==> src/hdl/dbnc_pkg.sv <==
// ----------------------------------------------------------------------------
// dbnc_pkg
// shared types and constants for the multi-channel input debouncer
// ----------------------------------------------------------------------------
package dbnc_pkg;

  // bank select carried in req_type
  typedef enum logic [1:0] {
    BANK_FINISH = 2'd0,
    BANK_ALARM  = 2'd1,
    BANK_SIGNAL = 2'd2
  } bank_t;

  // per-channel debounce phase
  typedef enum logic [2:0] {
    PH_IDLE = 3'd0,
    PH_UP1  = 3'd1,
    PH_UP2  = 3'd2,
    PH_DN1  = 3'd3,
    PH_DN2  = 3'd4,
    PH_DN2A = 3'd5,
    PH_DN1A = 3'd6,
    PH_DN1B = 3'd7
  } phase_t;

  localparam int unsigned ChanWidth = 3;
  localparam int unsigned CodeWidth = 8;

  localparam logic [CodeWidth-1:0] CodeAlarmBase  = 8'h60;
  localparam logic [CodeWidth-1:0] CodeSignalBase = 8'hA0;

  // stored channel state; asserted is the true qualified flag for every bank
  typedef struct packed {
    phase_t phase;
    logic   asserted;
  } entry_t;

  localparam int unsigned EntryWidth = $bits(entry_t);

  typedef struct packed {
    bank_t                bank;
    logic [ChanWidth-1:0] channel;
    logic                 level;
    entry_t               entry;
  } step_in_t;

  typedef struct packed {
    entry_t               entry;
    logic                 report_valid;
    logic [CodeWidth-1:0] report_code;
    logic                 flag_level;
  } step_out_t;

endpackage

==> src/hdl/dbnc_if.sv <==
// ----------------------------------------------------------------------------
// dbnc request / response channels
// valid-ready channels carrying pin samples in and reports out
// ----------------------------------------------------------------------------
interface dbnc_req_if;
  logic       valid;
  logic       ready;
  logic [1:0] req_type;
  logic [2:0] channel;
  logic       level;

  modport source (output valid, output req_type, output channel, output level, input ready);
  modport sink   (input valid, input req_type, input channel, input level, output ready);
endinterface

interface dbnc_rsp_if;
  logic       valid;
  logic       ready;
  logic       report_valid;
  logic [7:0] report_code;
  logic       flag_level;

  modport source (output valid, output report_valid, output report_code, output flag_level,
                  input ready);
  modport sink   (input valid, input report_valid, input report_code, input flag_level,
                  output ready);
endinterface

==> src/hdl/dbnc_ram.sv <==
// ----------------------------------------------------------------------------
// dbnc_ram
// generic single-write, single-read ram with registered read data
// ----------------------------------------------------------------------------
module dbnc_ram #(
  parameter int unsigned WIDTH = 4,
  parameter int unsigned DEPTH = 19
) (
  input  logic                                   clk,
  input  logic                                   we,
  input  logic [(DEPTH > 1 ? $clog2(DEPTH) : 1)-1:0] waddr,
  input  logic [WIDTH-1:0]                       wdata,
  input  logic                                   re,
  input  logic [(DEPTH > 1 ? $clog2(DEPTH) : 1)-1:0] raddr,
  output logic [WIDTH-1:0]                       rdata
);

  logic [WIDTH-1:0] mem [DEPTH];

  always_ff @(posedge clk) begin
    if (we) begin
      mem[waddr] <= wdata;
    end
    if (re) begin
      rdata <= mem[raddr];
    end
  end

endmodule

==> src/hdl/dbnc_update.sv <==
// ----------------------------------------------------------------------------
// dbnc_update
// phase machine step for one channel: next state and report fields
// ----------------------------------------------------------------------------
module dbnc_update (
  input  dbnc_pkg::step_in_t  step_in,
  output dbnc_pkg::step_out_t step_out
);

  logic             act;
  logic             rose;
  logic             fell;
  dbnc_pkg::phase_t ph;
  dbnc_pkg::phase_t ph_next;
  logic             asserted_next;

  assign act = ~step_in.level;
  assign ph  = step_in.entry.phase;

  always_comb begin
    rose    = 1'b0;
    fell    = 1'b0;
    ph_next = ph;
    unique case (ph)
      dbnc_pkg::PH_IDLE: begin
        if (act) ph_next = dbnc_pkg::PH_UP1;
      end
      dbnc_pkg::PH_UP1: begin
        ph_next = act ? dbnc_pkg::PH_UP2 : dbnc_pkg::PH_IDLE;
      end
      dbnc_pkg::PH_UP2: begin
        if (act) begin
          ph_next = dbnc_pkg::PH_DN1;
          rose    = 1'b1;
        end else begin
          ph_next = dbnc_pkg::PH_IDLE;
        end
      end
      dbnc_pkg::PH_DN1: begin
        // signals take the long release path
        if (!act) begin
          ph_next = (step_in.bank == dbnc_pkg::BANK_SIGNAL) ? dbnc_pkg::PH_DN2A
                                                            : dbnc_pkg::PH_DN2;
        end
      end
      dbnc_pkg::PH_DN2: begin
        if (!act) begin
          ph_next = dbnc_pkg::PH_IDLE;
          fell    = 1'b1;
        end else begin
          ph_next = dbnc_pkg::PH_DN1;
        end
      end
      dbnc_pkg::PH_DN2A: begin
        if (!act && step_in.bank == dbnc_pkg::BANK_SIGNAL) ph_next = dbnc_pkg::PH_DN1A;
      end
      dbnc_pkg::PH_DN1A: begin
        if (!act && step_in.bank == dbnc_pkg::BANK_SIGNAL) ph_next = dbnc_pkg::PH_DN1B;
      end
      dbnc_pkg::PH_DN1B: begin
        if (!act && step_in.bank == dbnc_pkg::BANK_SIGNAL) ph_next = dbnc_pkg::PH_DN2;
      end
      default: ph_next = ph;
    endcase
  end

  always_comb begin
    asserted_next = step_in.entry.asserted;
    if (rose) asserted_next = 1'b1;
    if (fell) asserted_next = 1'b0;
  end

  always_comb begin
    step_out.entry.phase    = ph_next;
    step_out.entry.asserted = asserted_next;
    step_out.report_valid   = 1'b0;
    step_out.report_code    = '0;
    step_out.flag_level     = 1'b0;
    unique case (step_in.bank)
      dbnc_pkg::BANK_FINISH: begin
        // finish flag is reported inverted, code once on qualify
        step_out.flag_level   = ~asserted_next;
        step_out.report_valid = rose;
        if (rose) step_out.report_code = dbnc_pkg::CodeWidth'(step_in.channel);
      end
      dbnc_pkg::BANK_ALARM: begin
        step_out.flag_level   = asserted_next;
        step_out.report_valid = asserted_next;
        if (asserted_next) begin
          step_out.report_code = dbnc_pkg::CodeAlarmBase
                               + dbnc_pkg::CodeWidth'(step_in.channel);
        end
      end
      dbnc_pkg::BANK_SIGNAL: begin
        step_out.flag_level   = asserted_next;
        step_out.report_valid = asserted_next;
        if (asserted_next) begin
          step_out.report_code = dbnc_pkg::CodeSignalBase
                               + dbnc_pkg::CodeWidth'(step_in.channel);
        end
      end
      default: begin
        step_out.report_valid = 1'b0;
      end
    endcase
  end

endmodule

==> src/hdl/multi_channel_input_debouncer_unit.sv <==
// ----------------------------------------------------------------------------
// multi_channel_input_debouncer_unit
// counter-based debounce for axis finish, axis alarm and common signal pins
// ----------------------------------------------------------------------------
//
//  port  dir  payload                                     one request is
//  ----  ---  ------------------------------------------  --------------------
//  req   in   req_type[1:0], channel[2:0], level          one pin sample
//  rsp   out  report_valid, report_code[7:0], flag_level  one result per sample
//
// one request per cycle while req.ready is high; the ram read lands at the
// accept edge; write-back and output load both happen as the stage advances.
// a write-back register forwards the latest entry for back-to-back samples on
// one channel; reset clears the per-entry valid bits at once, no clearing pass.
// an rsp stall holds the update stage; req.ready drops only while the update
// stage and output register are both full and rsp is stalled.
//
module multi_channel_input_debouncer_unit #(
  parameter int unsigned NUM_AXES    = 7,
  parameter int unsigned NUM_SIGNALS = 5
) (
  input  logic      clk,
  input  logic      rst,
  dbnc_req_if.sink  req,
  dbnc_rsp_if.source rsp
);

  // finish bank, then alarm bank, then signal bank
  localparam int unsigned Depth = 2 * NUM_AXES + NUM_SIGNALS;
  localparam int unsigned AW    = (Depth > 1) ? $clog2(Depth) : 1;

  localparam logic [AW-1:0] AlarmBase  = AW'(NUM_AXES);
  localparam logic [AW-1:0] SignalBase = AW'(2 * NUM_AXES);
  localparam logic [dbnc_pkg::ChanWidth:0] AxisCount   =
    (dbnc_pkg::ChanWidth + 1)'(NUM_AXES);
  localparam logic [dbnc_pkg::ChanWidth:0] SignalCount =
    (dbnc_pkg::ChanWidth + 1)'(NUM_SIGNALS);

  // handshake
  logic accept;
  logic advance;

  // request decode
  dbnc_pkg::bank_t in_bank;
  logic            in_range;
  logic [AW-1:0]   in_addr;
  logic [AW-1:0]   base;

  // update stage
  logic                          s1_valid;
  dbnc_pkg::bank_t               s1_bank;
  logic [dbnc_pkg::ChanWidth-1:0] s1_channel;
  logic                          s1_level;
  logic                          s1_in_range;
  logic [AW-1:0]                 s1_addr;
  logic                          s1_ent_vld;

  // entry valid bits, set on first write
  logic [Depth-1:0] ent_vld;

  // ram and write-back forwarding
  logic [dbnc_pkg::EntryWidth-1:0] ram_rdata;
  logic                            ram_we;
  logic                            fwd_valid;
  logic [AW-1:0]                   fwd_addr;
  dbnc_pkg::entry_t                fwd_data;
  dbnc_pkg::entry_t                cur_entry;

  dbnc_pkg::step_in_t  step_in;
  dbnc_pkg::step_out_t step_out;

  // ---------------------------------------------------------------------------
  // handshake: the update stage moves on whenever the output register frees up
  // ---------------------------------------------------------------------------
  assign advance   = !rsp.valid || rsp.ready;
  assign req.ready = !s1_valid || advance;
  assign accept    = req.valid && req.ready;

  // ---------------------------------------------------------------------------
  // decode bank and channel into a ram address
  // ---------------------------------------------------------------------------
  assign in_bank = dbnc_pkg::bank_t'(req.req_type);

  always_comb begin
    in_range = 1'b0;
    base     = '0;
    unique case (in_bank)
      dbnc_pkg::BANK_FINISH: begin
        in_range = {1'b0, req.channel} < AxisCount;
        base     = '0;
      end
      dbnc_pkg::BANK_ALARM: begin
        in_range = {1'b0, req.channel} < AxisCount;
        base     = AlarmBase;
      end
      dbnc_pkg::BANK_SIGNAL: begin
        in_range = {1'b0, req.channel} < SignalCount;
        base     = SignalBase;
      end
      default: begin
        // unused bank: out of range, nothing written back
        in_range = 1'b0;
        base     = '0;
      end
    endcase
  end

  assign in_addr = base + AW'(req.channel);

  // ---------------------------------------------------------------------------
  // state memory: read on accept, write back from the update stage
  // ---------------------------------------------------------------------------
  assign ram_we = s1_valid && advance && s1_in_range;

  dbnc_ram #(
    .WIDTH (dbnc_pkg::EntryWidth),
    .DEPTH (Depth)
  ) u_ram (
    .clk   (clk),
    .we    (ram_we),
    .waddr (s1_addr),
    .wdata (step_out.entry),
    .re    (accept),
    .raddr (in_addr),
    .rdata (ram_rdata)
  );

  always_ff @(posedge clk) begin
    if (rst) begin
      ent_vld <= '0;
    end else if (ram_we) begin
      ent_vld[s1_addr] <= 1'b1;
    end
  end

  // last write-back, used when the ram read raced a write to the same entry
  always_ff @(posedge clk) begin
    if (rst) begin
      fwd_valid <= 1'b0;
    end else if (ram_we) begin
      fwd_valid <= 1'b1;
    end
  end

  always_ff @(posedge clk) begin
    if (ram_we) begin
      fwd_addr <= s1_addr;
      fwd_data <= step_out.entry;
    end
  end

  // ---------------------------------------------------------------------------
  // update stage registers
  // ---------------------------------------------------------------------------
  always_ff @(posedge clk) begin
    if (rst) begin
      s1_valid <= 1'b0;
    end else if (req.ready) begin
      s1_valid <= req.valid;
    end
  end

  always_ff @(posedge clk) begin
    if (accept) begin
      s1_bank     <= in_bank;
      s1_channel  <= req.channel;
      s1_level    <= req.level;
      s1_in_range <= in_range;
      s1_addr     <= in_addr;
      s1_ent_vld  <= ent_vld[in_addr];
    end
  end

  // never-written entries read as idle with the flag released
  always_comb begin
    if (fwd_valid && fwd_addr == s1_addr) begin
      cur_entry = fwd_data;
    end else if (s1_ent_vld) begin
      cur_entry = dbnc_pkg::entry_t'(ram_rdata);
    end else begin
      cur_entry.phase    = dbnc_pkg::PH_IDLE;
      cur_entry.asserted = 1'b0;
    end
  end

  assign step_in.bank    = s1_bank;
  assign step_in.channel = s1_channel;
  assign step_in.level   = s1_level;
  assign step_in.entry   = cur_entry;

  dbnc_update u_update (
    .step_in  (step_in),
    .step_out (step_out)
  );

  // ---------------------------------------------------------------------------
  // output register
  // ---------------------------------------------------------------------------
  always_ff @(posedge clk) begin
    if (rst) begin
      rsp.valid <= 1'b0;
    end else if (advance) begin
      rsp.valid <= s1_valid;
    end
  end

  always_ff @(posedge clk) begin
    if (advance && s1_valid) begin
      if (s1_in_range) begin
        rsp.report_valid <= step_out.report_valid;
        rsp.report_code  <= step_out.report_code;
        rsp.flag_level   <= step_out.flag_level;
      end else begin
        // ignored sample: all fields zero
        rsp.report_valid <= 1'b0;
        rsp.report_code  <= '0;
        rsp.flag_level   <= 1'b0;
      end
    end
  end

endmodule

==> src/flat_wrapper.sv <==
// flat-port wrapper written by rule: the top's interface ports become plain ports
module multi_channel_input_debouncer_unit_flat 
#(
  parameter int unsigned NUM_AXES    = 7,
  parameter int unsigned NUM_SIGNALS = 5
)
  (clk, rst, req_valid, req_req_type, req_channel, req_level, req_ready, rsp_valid, rsp_report_valid, rsp_report_code, rsp_flag_level, rsp_ready);
  dbnc_req_if req_i ();
  dbnc_rsp_if rsp_i ();
  input  logic clk;
  input  logic rst;
  input wire logic [$bits(req_i.valid)-1:0] req_valid;
  input wire logic [$bits(req_i.req_type)-1:0] req_req_type;
  input wire logic [$bits(req_i.channel)-1:0] req_channel;
  input wire logic [$bits(req_i.level)-1:0] req_level;
  output wire logic [$bits(req_i.ready)-1:0] req_ready;
  output wire logic [$bits(rsp_i.valid)-1:0] rsp_valid;
  output wire logic [$bits(rsp_i.report_valid)-1:0] rsp_report_valid;
  output wire logic [$bits(rsp_i.report_code)-1:0] rsp_report_code;
  output wire logic [$bits(rsp_i.flag_level)-1:0] rsp_flag_level;
  input wire logic [$bits(rsp_i.ready)-1:0] rsp_ready;
  assign req_i.valid = req_valid;
  assign req_i.req_type = req_req_type;
  assign req_i.channel = req_channel;
  assign req_i.level = req_level;
  assign req_ready = req_i.ready;
  assign rsp_valid = rsp_i.valid;
  assign rsp_report_valid = rsp_i.report_valid;
  assign rsp_report_code = rsp_i.report_code;
  assign rsp_flag_level = rsp_i.flag_level;
  assign rsp_i.ready = rsp_ready;
  multi_channel_input_debouncer_unit #(.NUM_AXES(NUM_AXES), .NUM_SIGNALS(NUM_SIGNALS)) u_core (.clk(clk), .rst(rst), .req(req_i), .rsp(rsp_i));
endmodule
==> config.mk <==
export PLATFORM = sky130hd
export DESIGN_NAME = multi_channel_input_debouncer_unit_flat
export DESIGN_NICKNAME = d
export VERILOG_FILES = /design/src/hdl/dbnc_pkg.sv /design/src/hdl/dbnc_if.sv /design/src/hdl/dbnc_ram.sv /design/src/hdl/dbnc_update.sv /design/src/hdl/multi_channel_input_debouncer_unit.sv /design/src/flat_wrapper.sv
export SDC_FILE = /design/constraint.sdc
export NUM_CORES = 1
export LEC_CHECK = 0
export BUFFER_PORTS_ARGS = -buffer_cell sky130_fd_sc_hd__buf_2
export CAP_MARGIN = 30
export CORE_UTILIZATION = 60
export DETAILED_ROUTE_END_ITERATION = 12
export GPL_TIMING_DRIVEN = 0
export HOLD_SLACK_MARGIN = 0.06
export PLACE_DENSITY = 0.79
export RECOVER_POWER = 50
export SYNTH_ARGS = -nofsm -noshare
export SYNTH_HDL_FRONTEND = slang
export SYNTH_SLANG_ARGS = --single-unit
==> constraint.sdc <==
create_clock -name clk -period 5 [get_ports clk]
set_input_delay 1 -clock clk [delete_from_list [all_inputs] [get_ports clk]]
set_output_delay 1 -clock clk [all_outputs]
set_load 0.01 [all_outputs]
==> Yosys cells after proc, flatten, opt, wreduce, memory -nomap -nowiden <==
Memories as Yosys holds them, arrays and structs flattened. A register that Yosys moved wholly into a read port is not among the register bits.
Cells that the tools add are included.
{ "word_totals": {"input_bits": 10, "register_bits": 54, "out_inout_bits": 12, "n_memories": 1, "mem_bits_rw": 76} }
{ "classes": {"n_reduce_logical": 16, "n_addsub": 3, "order_cmp": 5, "mux": 30, "n_eq_ne": 12, "n_bitwise": 2} }
{ "mem_list": {"columns": ["name", "depth", "width", "rd", "rd_clocked_by_memory_dff", "wr", "line_no", "source"], "rows": [
  ["u_core.u_ram.mem", 19, 4, 1, 1, 1, "dbnc_ram.sv:18", "logic [WIDTH-1:0] mem [DEPTH];"]
]} }
{ "ops": {"columns": ["operator", "count"], "rows": [
  ["case mux 9 bit (3 select lines)", 1],
  ["case mux 3 bit (7 select lines)", 1],
  ["OR 19 bit", 1],
  ["two-way mux 3 bit", 6],
  ["two-way mux 8 bit", 2],
  ["equality test 3 bit, second input constant", 4],
  ["less-than comparator 5 x 6 -> 1 bit, second input constant", 2],
  ["two-way mux 1 bit", 11],
  ["adder 7 x 3 -> 8 bit, first input constant", 1],
  ["adder 8 x 3 -> 8 bit, first input constant", 1],
  ["two-way mux 4 bit", 2],
  ["case mux 4 bit (2 select lines)", 1],
  ["equality test 3 x 2 -> 1 bit, second input constant", 2],
  ["logical AND 1 bit", 6],
  ["less-than comparator 3 bit, second input constant", 2],
  ["OR reduction 2 bit", 3],
  ["adder 4 x 3 -> 5 bit", 1],
  ["binary-select mux 1 bit (select 5 bit)", 1],
  ["demux 1 bit (select 5 bit)", 1],
  ["equality test 5 bit", 1],
  ["greater-or-equal comparator 5 x 1 -> 1 bit, second input constant", 1],
  ["equality test 2 x 1 -> 1 bit, second input constant", 2],
  ["equality test 2 bit, second input constant", 2],
  ["zero test 2 bit", 2],
  ["other kinds (7)", 11]
]} }

==> Logic depth before layout (Yosys ltp) <==
Gate-level depths: netlist of run 1.
{ "logic_depth": {"ltp_word": 9, "depth_mapped": 12, "ltp_nobuf": 11} }

==> Hierarchy <==
From an unflattened synthesis of run 1, not the netlist that was laid out.
{ "unflattened": {"hier_cells": 420, "area_unflattened_um2": 6074.6} }
{ "modules_own_cells": {"columns": ["mod", "area_per_inst_um2", "seq_area_each_um2", "n_inst", "cells_each"], "rows": [
  ["dbnc_ram", 3255.6, 2402.3, 1, 167],
  ["multi_channel_input_debouncer_unit", 2434.8, 1401.3, 1, 200],
  ["dbnc_update", 384.1, 0.0, 1, 53]
]} }

==> Worst setup path before layout of run 1 <==
Ideal clock, no wire load.
{ "synth_path": {"path_type": "input -> register", "startpoint": "input port req_req_type[1]", "endpoint": "register u_core.u_ram.rdata[0] (read register of u_core.u_ram.mem), data pin", "path_slack_ps": 1472, "setup_ps": 266, "arrival_ps": 3262, "required_ps": 4734, "path_buffers": 1, "cell_stages": 10, "path_cell_list": "inv_1 -> ha_1 -> ha_1 -> inv_1 -> fa_1 -> buf_1 -> mux4_2 -> mux4_2 -> nand2_1 -> o21ai_1"} }
{ "synth_via": {"elab_chain_len": 3} }
{ "synth_lines": {"columns": ["item", "line_no", "source"], "rows": [
  ["start: declaration", "flat_wrapper.sv:13", "input wire logic [$bits(req_i.req_type)-1:0] req_req_type;"],
  ["equality test 2 bit / equality test 2 x 1 -> 1 bit (equally long branches)", "multi_channel_input_debouncer_unit.sv:87", "unique case (in_bank)"],
  ["case mux 4 bit (2 select lines) (*)", "multi_channel_input_debouncer_unit.sv:87", null],
  ["adder 4 x 3 -> 5 bit (*)", "multi_channel_input_debouncer_unit.sv:108", "assign in_addr = base + AW'(req.channel);"],
  ["end: declaration", "dbnc_ram.sv:15", "output logic [WIDTH-1:0] rdata"]
]} }
Mark *: on every way between the ends. The rest lies on a longest branch, timed or not.
A chain may end at the register's enable or synchronous reset.

==> Final worst setup path of run 1 <==
{ "layout_path": {"startpoint": "input port req_req_type[0]", "endpoint": "register u_core.u_ram.rdata[2] (read register of u_core.u_ram.mem), data pin"} }
Same word-level chain as after synthesis.

==> impl_metrics.json, run 1 <==
{
  "hold_viol": 0,
  "cts_setup_buffers": 0,
  "crit_family": "adder cells",
  "grt_pass1_vias": 3278,
  "slowest_stage": "fa_1",
  "syn_inst": 382,
  "antenna_found_initial": 0,
  "tritoncts": "yes",
  "clock_latency_ps": 520,
  "numPortBuffers": 19,
  "rows": 35,
  "die_h_um": 99.1,
  "ant_nets": 0,
  "pre_cts_slack_ps": 763,
  "synth.top_cell.area_share_pct": 58.4,
  "yosysUniqueCellTypes": 50,
  "drt_wl_total_um": 10700,
  "regArea_um2": 3740,
  "first_pass_iters": 5,
  "synth_top_cell_by_area": "edfxtp_1",
  "crit_type": "in -> reg",
  "cts_sinks": 132,
  "clockRootBuffer": "clkbuf_8",
  "clockBufferDepth": 2,
  "htreeDepth": 4,
  "ys_ff_latch": 132,
  "power.total_mw": 2.67,
  "grt_max_degree": 23,
  "overflow": 0,
  "track_usage_pct": 24.4,
  "synth_flop_cell": "edfxtp_1",
  "synth_edf_count": 110,
  "yosys-top-cells-area": "edfxtp_1 (58%), mux4_2 (9.6%), dfxtp_1 (7.8%)",
  "relSlewSlack_pct": 20.0,
  "setup_tns_ps": 0,
  "multiInputGateArea_um2": 1800,
  "tightest_slew_ps": 1200,
  "seq_area_frac_synth_pct": 66.2,
  "timing.final.ws_setup_ps": 1260,
  "worst-path-buf-inv": 4,
  "ys_warn_count": 0,
  "drive_gt1_share_pct": 18.7,
  "cts_hold_buf": 0,
  "cts_inserted_buffers": 17,
  "synth_area_um2": 5650,
  "clk_pin_slew_ps": 60,
  "wl_per_cell_um": 19.5,
  "fillers": 594,
  "worst_clock_skew_ps": 9.66,
  "hpwlAfterDp_um": 7480,
  "powerDensity_nw_per_um2": 413,
  "ir_worst_vdd_mv": 0.325,
  "start_util_pct": 61.5,
  "worstPathArrival_ps": 4000,
  "ys_top_cells_by_count": "edfxtp_1 (110), nor2_1 (70), mux4_2 (24), dfxtp_1 (22), nand2_1 (15)",
  "avgSynthCellArea_um2": 14.8,
  "die_w_um": 99.1,
  "maxCapViolCount": 0,
  "hold_ws_ps": 467,
  "finalNonFillerCells": 550,
  "dieArea_um2": 9810,
  "critical-path-max-stage-delay_ps": 650,
  "nets": 448,
  "grt_pass1_wl_um": 17000,
  "vias": 3334,
  "worstHoldPathType": "reg -> reg",
  "min_period_over_period_pct": 74.9,
  "cts_resized": 0,
  "startpoint_type": "input pin",
  "drc": 0,
  "crit_path_cell_trace": "clkbuf_1, inv_1, ha_1, inv_1, fa_1, buf_1, mux4_2, mux4_2, nand2_1, o21ai_1",
  "cp-end-kind": "flop",
  "n_antenna_cell": 0,
  "coreArea_um2": 9200,
  "rsz0062_at_grt": "false",
  "slew_viol_final": 0,
  "yosysMostFrequentCell": "edfxtp_1",
  "io_pins": 22,
  "final.min_clock_period_ps": 3750,
  "post-place-cells": 517,
  "finalSetupViolations": 0,
  "p_leak_nw": 2.25,
  "drtIter0Drc": 277,
  "async_flop_share_pct": 0,
  "syn_to_final_growth_pct": 14.4,
  "worstPathMaxFanout": 10,
  "outcome": "finished clean",
  "fmax_ghz": 0.267,
  "worst-endpoint-required_ps": 5250,
  "vias_per_cell": 6.06,
  "place_congestion": 0.879
}
[state kept, by name, summed over array words and instances, names as in the netlist]
name / count
u_core.ent_vld: 19
u_core.fwd_addr: 5
u_core.fwd_data: 4
u_core.fwd_valid: 1
u_core.rsp.flag_level: 1
u_core.rsp.report_code: 6
u_core.rsp.report_valid: 1
u_core.rsp.valid: 1
u_core.s1_addr: 5
u_core.s1_bank: 2
u_core.s1_channel: 3
u_core.s1_ent_vld: 1
u_core.s1_in_range: 1
u_core.s1_level: 1
u_core.s1_valid: 1
u_core.u_ram.mem: 76
u_core.u_ram.rdata: 4
[cells by family (layout without fill, tap and decap cells)]
kind of cell / Yosys count / count (layout) / synth area share (%)
DFF: 132 / 132 / 66.2
and+or+nand+nor: 120 / 120 / 9.69
AOI/OAI and AO/OA: 45 / 45 / 5.44
muxes: 38 / 38 / 12.3
buffers and inverters: 26 / 82 / 2.26
adders and majority gates: 13 / 13 / 2.97
xor gates and xnor gates: 7 / 7 / 1.08
other: 1 / 2 / 0.0663
[routing by layer]
layer  GRT usage, %  vias to the layer above  part of all wire (%)
li1               -                     1526                     -
met1           31.1                     1639                    41
met2           39.1                      143                    49
met3           6.31                       26                   6.7
met4           12.4                        0                   3.6
met5              0                        -                     0
[worst reg2reg max path: stages, from the launching register on]
cell       delay [ps]
edfxtp_1          390
clkbuf_1          210
xnor2_1           260
nand4_2           170
nor2_1            380
clkbuf_1          460
o2bb2ai_1         310
clkbuf_1          790
a32oi_1           350
nor2b_1           200
[through the flow]
step | area, um2 | util (%)
2_1_floorplan | 5660 | -
3_3_place_gp | 5890 | 64.1
3_5_place_dp | 5960 | 64.8
4_1_cts | 6510 | 70.8
5_1_grt | 6460 | 70.3
6_report | 6460 | 70.3
[layout make-up]
cell class | count | share of cell area (%)
flip-flops and latches | 132 | 57.9
multi-input cells | 225 | 27.8
plain buffers | 13 | 1.08
clock inverters | 15 | 2.09
clock buffers | 17 | 6.41
repair buffers | 24 | 1.82
well taps | 111 | 2.15
inverters | 13 | 0.755
[final timing paths]
path / slack [ps] / depth (start not counted) / from / end
max: 1260 / 10 / req_req_type[0] / u_core.u_ram.rdata[2]
min: 470 / 0 / u_core.s1_addr[3] / u_core.fwd_addr[3]
max reg2reg: 1340 / 9 / u_core.s1_addr[3] / u_core.rsp.report_code[0]
min reg2reg: 470 / 0 / u_core.s1_addr[3] / u_core.fwd_addr[3]
[placed cells by master, fill, tap and decap left out, types with 6 or more instances in the layout]
| cell | count |
|---|---|
| buf_2 | 6 |
| xnor2_1 | 7 |
| inv_6 | 7 |
| edfxtp_1 | 110 |
| inv_1 | 12 |
| clkbuf_1 | 22 |
| mux4_2 | 24 |
| nor2b_1 | 6 |
| nand3_1 | 6 |
| dfxtp_1 | 22 |
| nor2_1 | 71 |
| nand2_1 | 15 |
| o21ai_0 | 8 |
| clkbuf_16 | 16 |
| ha_1 | 11 |
| a21oi_1 | 10 |
| mux2i_1 | 9 |
[power breakdown]
group | switching, mW | total [mW] | leakage (nW) | internal (mW)
Sequential | 0.0220 | 1.26 | 1.21 | 1.24
Clock | 0.498 | 1.13 | 0.269 | 0.630
Combinational | 0.165 | 0.284 | 0.769 | 0.119
Total | 0.685 | 2.67 | 2.25 | 1.99
No activity file was read; power rests on OpenSTA's default activity.
==> run 2, diff against run 1 <==
- CORE_UTILIZATION: 60 -> 55
- PLACE_DENSITY: 0.79 -> 0.76
- clock period: 5 -> 3.1 ns (I/O delays scaled with it)
==> impl_metrics.json, run 2 (synthesis results as in run 1) <==
{
  "outcome": "finished clean",
  "coreArea_um2": 9860,
  "cp-end-kind": "flop",
  "power.total_mw": 4.53,
  "finalNonFillerCells": 570,
  "start_util_pct": 57.3,
  "clockRootBuffer": "clkbuf_8",
  "clockBufferDepth": 2,
  "critical-path-max-stage-delay_ps": 620,
  "vias": 3329,
  "drt-met1-wl_um": 4790,
  "htreeDepth": 4,
  "numPortBuffers": 19,
  "slew_viol_final": 0,
  "final.min_clock_period_ps": 2960,
  "crit_path_cell_trace": "buf_2, inv_1, ha_1, ha_1, inv_1, fa_2, buf_4, mux4_2, mux4_2, nand2_1, o21ai_1",
  "hpwlAfterDp_um": 7650,
  "cts_sinks": 132,
  "highest_layer": "met4",
  "finalSetupViolations": 0,
  "worstPathMaxFanout": 10,
  "multiInputGateArea_um2": 1820,
  "regArea_um2": 3740,
  "die_w_um": 103,
  "cts_hold_buf": 0,
  "slowest_stage": "fa_2",
  "drt_wl_total_um": 11200,
  "hold_ws_ps": 279,
  "worst-endpoint-required_ps": 3350,
  "first_pass_iters": 6,
  "wl_per_cell_um": 19.6,
  "cts_inserted_buffers": 17,
  "fmax_ghz": 0.338,
  "worstHoldPathType": "in -> reg",
  "p_leak_nw": 2.28,
  "track_usage_pct": 23.5,
  "final_cell_mix": "edfxtp_1 (110), nor2_1 (70), mux4_2 (24)",
  "clk_pin_slew_ps": 60,
  "drtIter0Drc": 320,
  "grt_pass1_vias": 3228,
  "maxCapViolCount": 0,
  "drc": 0,
  "tritoncts": "yes",
  "routed-wl-met3_um": 699,
  "dieArea_um2": 10700,
  "startpoint_type": "input pin",
  "worst-path-buf-inv": 4,
  "largest_register_ffs": 76,
  "fillers": 669,
  "rsz0062_at_grt": "false",
  "clock_latency_ps": 530,
  "post-place-cells": 538,
  "rows": 36,
  "powerDensity_nw_per_um2": 689,
  "die_h_um": 103,
  "crit_type": "in -> reg",
  "hold_viol": 0,
  "io_pins": 22,
  "met2_length_um": 5520,
  "layout.cells.most_common": "edfxtp_1",
  "antenna_found_initial": 0,
  "worst_clock_skew_ps": 14.5,
  "vias_per_cell": 5.84,
  "syn_to_final_growth_pct": 16.3,
  "min_period_over_period_pct": 95.5,
  "ir_worst_vdd_mv": 0.470,
  "ant_nets": 0,
  "tightest_slew_ps": 1130,
  "grt_max_degree": 27,
  "worstPathArrival_ps": 3210,
  "crit_family": "adder cells",
  "place_congestion": 0.874,
  "nets": 446,
  "grt_pass1_wl_um": 17400,
  "drive_gt1_share_pct": 20.1,
  "largest_register": "u_core.u_ram.mem",
  "n_antenna_cell": 0,
  "overflow": 0,
  "top_regs": "u_core.u_ram.mem x76, u_core.ent_vld x19, u_core.rsp.report_code x6",
  "relSlewSlack_pct": 24.5
}
run 2: cell count changes in the layout (fill, tap and decap cells not counted), moves of 2 or more:
cell,change
clkinvlp_4,+4
clkbuf_1,-5
inv_8,-2
bufinv_16,+4
clkinv_4,-4
clkinv_2,+3
clkinv_1,+2
inv_6,-7
run 2: final cells by class:
type / instances / area share [%]
flip-flops and latches: 132 / 56.9
clock inverters: 15 / 2.87
plain buffers: 13 / 1.31
clock buffers: 17 / 6.30
repair buffers: 22 / 1.64
inverters: 13 / 0.742
well taps: 133 / 2.53
multi-input cells: 225 / 27.7
run 2: power by group:
part | switching [mW] | leakage (nW) | total, mW | internal, mW
clock | 0.728 | 0.281 | 2.02 | 1.29
combinational | 0.275 | 0.789 | 0.471 | 0.195
sequential | 0.0387 | 1.21 | 2.04 | 2.00
run 2: worst paths after layout:
path / endpoint / slack (ps) / cells after the start / from
min reg2reg: u_core.fwd_addr[3] / 440 / 0 / u_core.s1_addr[3]
max: u_core.u_ram.rdata[0] / 140 / 11 / req_req_type[1]
min: u_core.s1_level / 280 / 1 / req_level
max reg2reg: u_core.u_ram.mem[0][2] / 320 / 9 / u_core.s1_addr[3]
run 2: through the flow:
stage                     worst slack (ps)  setup TNS, ps  utilization, %  cell area [um2]
after floorplan                       92.2              0               -             5660
after global placement                -777         -41250            60.0             5920
after detailed placement              -527          -2250            60.6             5980
after CTS                             7.52              0            66.7             6580
after global routing                  49.0              0            66.7             6580
final                                  141              0            66.7             6580
run 2: layer usage:
metal	track usage (%)	vias to the layer above
met5	0	-
met2	36.2	133
met1	32.9	1665
met4	8.88	0
li1	-	1517
met3	5.38	14
run 2: timing repair:
| item | 4_1_cts | 5_1_grt |
|---|---|---|
| hold endpoints to repair | 0 | 0 |
| setup endpoints to repair | 1 | 4 |
| resized for setup | 1 | 4 |
| buffers inserted | 0 | 0 |
==> run 3, diff against run 2 <==
- CORE_MARGIN: not set -> 4
- PLACE_DENSITY: 0.76 -> 0.73
- clock period: 3.1 -> 3.65 ns (I/O delays scaled with it)
==> impl_metrics.json, run 3 (synthesis results as in run 1) <==
{
  "outcome": "finished clean",
  "largest_register": "u_core.u_ram.mem",
  "min_to": "u_core.s1_level",
  "slew_viol_final": 0,
  "overflow": 0,
  "worstPathArrival_ps": 3750,
  "relSlewSlack_pct": 16.6,
  "top_regs": "u_core.u_ram.mem x76, u_core.ent_vld x19, u_core.rsp.report_code x6",
  "clock_latency_ps": 510,
  "finalSetupViolations": 0,
  "cp-end-kind": "flop",
  "worst_clock_skew_ps": 16.2,
  "drt_wl_total_um": 11100,
  "ir_worst_vdd_mv": 0.374,
  "grt_pass1_vias": 3310,
  "min_period_over_period_pct": 96.4,
  "vias_per_cell": 5.75,
  "clk_pin_slew_ps": 60,
  "post-place-cells": 539,
  "clockRootBuffer": "clkbuf_8",
  "hpwlAfterDp_um": 7590,
  "p_leak_nw": 2.23,
  "rsz0062_at_grt": "false",
  "worst-endpoint-required_ps": 3880,
  "rr_endpoint": "u_core.fwd_data[1]",
  "reg2reg_depth": 8,
  "hold_viol": 0,
  "htreeDepth": 4,
  "wl_per_cell_um": 19.4,
  "vias": 3286,
  "worstHoldPathType": "in -> reg",
  "n_antenna_cell": 0,
  "min_path_cells": 1,
  "cts_hold_buf": 0,
  "drtIter0Drc": 223,
  "drc": 0,
  "cts_setup_buffers": 0,
  "first_pass_iters": 5,
  "groute.layer.met1.usage_pct": 26.2,
  "largest_register_ffs": 76,
  "tightest_slew_ps": 1250,
  "track_usage_pct": 20.4,
  "syn_to_final_growth_pct": 14.6,
  "fmax_ghz": 0.284,
  "start_util_pct": 57.0,
  "finalNonFillerCells": 571,
  "clockBufferDepth": 2,
  "powerDensity_nw_per_um2": 564,
  "grt_pass1_wl_um": 17600,
  "worstHoldStart": "req_level",
  "gr-usage-met3_pct": 4.87,
  "nets": 447,
  "rrSetupSlack_ps": 450,
  "drive_gt1_share_pct": 17.1,
  "hold_ws_ps": 410,
  "r2r_start": "u_core.s1_addr[2]",
  "cts_sinks": 132,
  "layout.cells.most_common": "edfxtp_1",
  "place_congestion": 0.797,
  "die_w_um": 109,
  "ant_nets": 0,
  "use_met2_pct": 33.7,
  "worstPathMaxFanout": 10,
  "tritoncts": "yes",
  "grt_max_degree": 20,
  "grt-busiest-layer": "met2",
  "startpoint_type": "input pin",
  "final_cell_mix": "edfxtp_1 (110), nor2_1 (71), mux4_2 (24), clkbuf_1 (24), dfxtp_1 (22)",
  "maxCapViolCount": 0,
  "io_pins": 22,
  "numPortBuffers": 19,
  "dieArea_um2": 12000,
  "final.min_clock_period_ps": 3520,
  "coreArea_um2": 9910,
  "cts_resized": 0,
  "rows": 36,
  "cts_inserted_buffers": 17,
  "die_h_um": 109,
  "antenna_found_initial": 0,
  "crit_type": "in -> reg"
}
==> run 3: cell types whose count changed in the layout (fill, tap and decap cells not counted), sizes merged <==
cell,change
clkinvlp,-2
clkbuf,+6
clkinv,+1
buf,-2
bufinv,-2
==> run 3: cell type report <==
cell class,count,area [um2]
flip-flops and latches,132,3740
fillers,717,3430
multi-input cells,225,1790
clock buffers,20,425
well taps,133,166
repair buffers,23,120
clock inverters,12,114
plain buffers,13,71.3
inverters,13,48.8
==> run 3: per-stage QoR <==
stage               power (mW)  cell area (um2)  worst slack, ps  utilization [%]  TNS [ps]
floorplan                 2.02             5660              392                -         0
global placement          2.12             5920             -299             59.7     -8160
detailed placement        2.15             5990             -335             60.4     -1330
CTS                       3.68             6530              164             65.9         0
global route              3.79             6480             48.9             65.4         0
finish                    3.65             6480              132             65.4         0
==> run 3: critical path, cell delays in order <==
cell and delay (ps):
clkbuf_1 160, inv_1 90, ha_1 330, inv_1 70
fa_1 640, buf_1 550, mux4_2 460, mux4_2 530
nand2_1 100, o21ai_1 70
==> run 3: metal layers <==
layer | wire, um | vias to the layer above
li1 | - | 1525
met1 | 4510 | 1615
met2 | 5530 | 132
met3 | 805 | 14
met4 | 223 | 0
met5 | 0 | -
==> run 3: report_power, final <==
group          total [mW]  internal, mW  switching, mW
logic               0.389         0.162          0.226
clock network        1.54         0.957          0.580
registers            1.73          1.70         0.0323
total                3.65          2.82          0.839
==> run 3: worst max path at each step <==
stage,from,to,slack [ps],cells after the start
6_report,req_req_type[0],u_core.u_ram.rdata[0],130,10
5_1_grt,req_req_type[0],u_core.u_ram.rdata[2],50,10
4_1_cts,req_req_type[1],u_core.u_ram.rdata[0],160,11
3_5_place_dp,req_req_type[1],u_core.u_ram.rdata[0],-330,11
3_3_place_gp,req_req_type[1],u_core.u_ram.rdata[0],-300,11
2_1_floorplan,req_req_type[1],u_core.u_ram.rdata[0],390,10
